`config.mk`:
```
export PLATFORM = sky130hd
export DESIGN_NAME = gnd_ram
export DESIGN_NICKNAME = d
export VERILOG_FILES = /design/src/gnd_ram.sv
export SDC_FILE = /design/constraint.sdc
export NUM_CORES = 2
export LEC_CHECK = 0
export ABC_AREA = 0
export BUFFER_PORTS_ARGS = -buffer_cell sky130_fd_sc_hd__buf_4
export CORE_UTILIZATION = 33
export CTS_CLUSTER_SIZE = 40
export DETAILED_ROUTE_END_ITERATION = 8
export GPL_TIMING_DRIVEN = 0
export SETUP_SLACK_MARGIN = 0.2
export SYNTH_ARGS = -nofsm -noshare
export SYNTH_HDL_FRONTEND = slang
export SYNTH_SLANG_ARGS = --single-unit
export TNS_END_PERCENT = 10
```
`constraint.sdc`:
```
create_clock -name clk_i -period 4.75 [get_ports clk_i]
set_input_delay 0.95 -clock clk_i [delete_from_list [all_inputs] [get_ports clk_i]]
set_output_delay 0.95 -clock clk_i [all_outputs]
set_load 0.1 [all_outputs]
```
`src/gnd_ram.sv`:
```
// Generic single-write, single-read RAM with registered read data.
// Stand-alone; no package dependency.
module gnd_ram #(
  parameter int WIDTH = 8,
  parameter int DEPTH = 256
) (
  input  logic                     clk_i,
  input  logic                     we_i,
  input  logic [$clog2(DEPTH)-1:0] waddr_i,
  input  logic [WIDTH-1:0]         wdata_i,
  input  logic [$clog2(DEPTH)-1:0] raddr_i,
  output logic [WIDTH-1:0]         rdata_o
);

  logic [WIDTH-1:0] mem_q [DEPTH];

  always_ff @(posedge clk_i) begin
    if (we_i) begin
      mem_q[waddr_i] <= wdata_i;
    end
    rdata_o <= mem_q[raddr_i];
  end

endmodule

```
# After elaboration in Yosys (flattened, before gate mapping)
# Memories as Yosys holds them, arrays and structs flattened. A register that Yosys moved wholly into a read port is not among the register bits.
# Cells that the tools add are included.
[op_classes] multipliers=0 addsub=0 bitwise_logic=0 n_shift=0 n_div=0 mux=2 reduce_logical=0 order_cmp=0 eq_ne=0
[ops] op="1-bit two-way mux" n=2
[word_totals] in_bits=26 wordCells=3 mem_count=1 mem_bits_rw=2048 out_inout_bits=8 mem_bits_ro=0 latchBits=0 reg_bits=0
[memory_table] name="mem_q" depth=256 word_bits=8 rd=1 rd_ports_with_merged_regs=1 write_ports=1 line="15" rtl="logic [WIDTH-1:0] mem_q [DEPTH];"

# Longest topological paths before layout
[depth] ltp_word=2 depth_mapped=11 ltp_nobuf=6

# Worst setup path after synthesis
# No wires, ideal clock.
[synth_timing] path_kind="input -> register" startpoint="in raddr_i[0]" endpoint="reg rdata_o[2] (read register of mem_q)" cell_stages=9 arrival_ps=2757 path_buffers=4 t_required_ps=4619 setup_slack_ps=1862 setup_time_ps=131 cell_sequence="buf_6 -> buf_12 -> buf_8 -> buf_2 -> mux4_2 -> a22oi_1 -> a21oi_1 -> nor4_1 -> nor4_2"
[synth_lines] element="start, declared" line="11" rtl="input logic [$clog2(DEPTH)-1:0] raddr_i,"
[synth_lines] element="end, declared" line="12" rtl="output logic [WIDTH-1:0] rdata_o"

==> impl_metrics.csv <==
group,metric,value,unit
run_status,run_status,"complete, but fails checks",
run_status,violations_in_the_final_reports,"max-capacitance violations, max-slew violations, negative setup slack",
synthesis,synth.distinct_cells,55,
place,detailedPlace.worstSlack,-1280,ps
clock_tree,worst_setup_hold_path_clk_slew,60,ps
grt,first_global_vias,40513,
sta,worst_slew_margin_rel,-8.55,%
clock_tree,cts_tree,"done",
sta,finalSetupViolCount,2,
sta,final_period_minus_worst_setup_slack,4990,ps
place,post-dp-hpwl,160000,um
synthesis,synth.yosys.warnings,0,
synthesis,synth_area,79600,um2
detailed_routing,drt-total-wl,244000,um
clock_tree,clock_path_buffers,3,
synthesis,syn-instance-count,3733,
clock_tree,clock_latency,860,ps
sta,timing.clock.skew,30.8,ps
power_and_ir_drop,p_total,38.4,mW
place,portBuffers,26,
synthesis,sequential_to_total_area_share_from_yosys_stat,77.5,%
grt,grt.overflow.total,0,
floorplan,placementRows,179,
power_and_ir_drop,largest_voltage_drop_on_the_vdd_net,336,uV
grt,global_route_wire_length_before_repair,332000,um
sta,setup_total_negative_slack,-320,ps
floorplan,fp.dieArea,243000,um2
worst_setup_path,critical_path_peak_fanout,10,
finish,layout.cell_area.non_filler,90800,um2
power_and_ir_drop,static-leakage-power,27.6,nW
floorplan,coreArea,239000,um2
detailed_routing,avgViaCountPerCell,5.68,
clock_tree,cts.sink_count,2056,
synthesis,number_of_enable_flip_flop_cells_after_synthesis,2048,
finish,most-common-layout-cells,"edfxtp_1, mux4_2, nor2_1, clkbuf_16, clkbuf_1",
grt,grt_max_degree,149,
detailed_routing,drtIter0Drc,6441,
clock_tree,cts_hold_buf,0,
sta,tightestPinTransition,1610,ps
job,maxCapViolations,2,
finish,total_nets_final,4008,
detailed_routing,first_pass_iters,6,
synthesis,synth-async-reset-ratio,0,%
finish,area_growth_syn_to_layout,14.2,%
grt,track_usage,19.8,%
worst_hold_path,hold_class,"in -> reg",
place,place_congestion,0.913,
sta,drv_slew,4,
worst_setup_path,worst_ep_arrival_time,5570,ps
worst_setup_path,critical_path.startpoint_type,"input pin",
detailed_routing,detail_route.wl_per_cell,33.3,um
floorplan,die_h,493,um
clock_tree,ctsHtreeMaxLevel,4,
worst_setup_path,timing.critical_path.to_type,"flop",
synthesis,synth_area_leaders,"edfxtp_1, mux4_2, mux2i_1, nor2_1, a22oi_1",
sta,final_clock_period_utilization_by_the_worst_path,105,%
sta,fmax,201,MHz
floorplan,ios,34,
sta,setup_ws,-237,ps
synthesis,post-synth-top-area-cell,"edfxtp_1",
detailed_routing,drc_violation_count_after_routing,0,
detailed_routing,vias,41636,
synthesis,yosys_register_bits,2056,
sta,report.final.hold_viol_count,0,
finish,layout.cells.most_common,"edfxtp_1",
floorplan,starting_utilization_of_the_core_area,33.3,%
synthesis,dominantRegCellSynth,"edfxtp_1",
clock_tree,clock_tree.root_cell,"clkbuf_16",
synthesis,postSynthNetCount,3759,
power_and_ir_drop,power_density,423,nW/um2
worst_setup_path,criticalPathCategory,"in -> reg",
finish,post_route_cells_drive_above_1_share,22.3,%
worst_setup_path,crit_required,5330,ps
grt,antenna_found_initial,25,
sta,rsz0062_at_grt,"yes",
place,placed_area,84100,um2
synthesis,average_cell_area_after_synthesis,21.3,um2
clock_tree,cts_buffers,207,
floorplan,fp.dieW,493,um
detailed_routing,ant_nets,0,
synthesis,synth_top_cell_area_share,77.3,%
[critical path, cell delays in order]
cell and delay [ps]:
buf_4 160, buf_2 580, buf_2 640, nor2_1 300
clkbuf_1 610, a22oi_1 360, a21oi_1 150, nor4_1 1330
nor4_1 470
[cell families (layout without fill, tap and decap cells)]
family / Yosys count / in the layout / synth area share (%)
DFF: 2056 / 2056 / 77.5
muxes: 591 / 591 / 14.6
and+or+nand+nor: 466 / 466 / 2.63
AOI/OAI and AO/OA: 385 / 385 / 3.42
buffers and inverters: 235 / 658 / 1.83
other: 0 / 10 / 0
[worst paths after layout]
check                               start                endpoint  slack [ps]  cells past startpoint
setup reg to reg   mem_q[83][3]$_DFFE_PP_      rdata_o[3]$_DFF_P_        1110                      6
setup / recovery               raddr_i[2]      rdata_o[7]$_DFF_P_        -240                      9
hold reg to reg   mem_q[240][6]$_DFFE_PP_      rdata_o[6]$_DFF_P_        1440                      5
hold / removal                 wdata_i[4]  mem_q[65][4]$_DFFE_PP_         620                      1
[metal layers]
layer / global-route usage (%) / vias to the layer above / part of all wire [%]
met5: 0 / - / 0.025
met4: 9.16 / 8 / 4.9
met2: 30.4 / 2588 / 46
met3: 4.75 / 521 / 11
met1: 26.8 / 22289 / 39
li1: - / 16230 / -
[layout make-up]
class	count	area [um2]
clock inverter	112	1180
inverter	2	7.51
tap	3167	3960
fill	21563	148000
timing repair buffer	40	584
multi-input combinational	1442	16500
antenna	10	25.0
clock buffer	271	5460
buffer	233	1490
sequential	2056	61700
[sequential cells by signal, indices dropped and copies added (netlist names)]
register and flops:
rdata_o 8, mem_q 2048
[cells in the mapped netlist, drive strengths merged, types with 6 or more instances]
cell and number:
a211oi 16, a21oi 96, a221oi 14, a22o 8
a22oi 133, and2 6, buf 122, clkbuf 111
dfxtp 8, edfxtp 2048, mux2i 134, mux4 456
nand2 33, nand2b 8, nand3 34, nand4 10
nor2 282, nor2b 31, nor3 22, nor4 27
o211ai 10, o21ai 12, o221ai 47, o22ai 28
[power breakdown]
| group | total (mW) | switching (mW) | internal, mW |
|---|---|---|---|
| clock network | 16.1 | 7.08 | 9.06 |
| logic | 2.25 | 1.59 | 0.651 |
| registers | 20.0 | 0.0117 | 20.0 |
| total | 38.4 | 8.68 | 29.7 |
[stage by stage]
stage,hold WS (ps),cells,util [%]
floorplan,770,3733,-
global placement,1450,6926,35.1
detailed placement,1450,6939,35.2
CTS,597,7322,38.0
global route,636,7327,38.0
finish,625,7333,38.0
[what timing repair did]
| item | in CTS | in global routing |
|---|---|---|
| resized for setup | 8 | 1 |
| setup endpoints to repair | 8 | 5 |
| setup buffers | 0 | 0 |
| cloned | 0 | 0 |
Note: power is estimated with default switching activity, not from simulation.
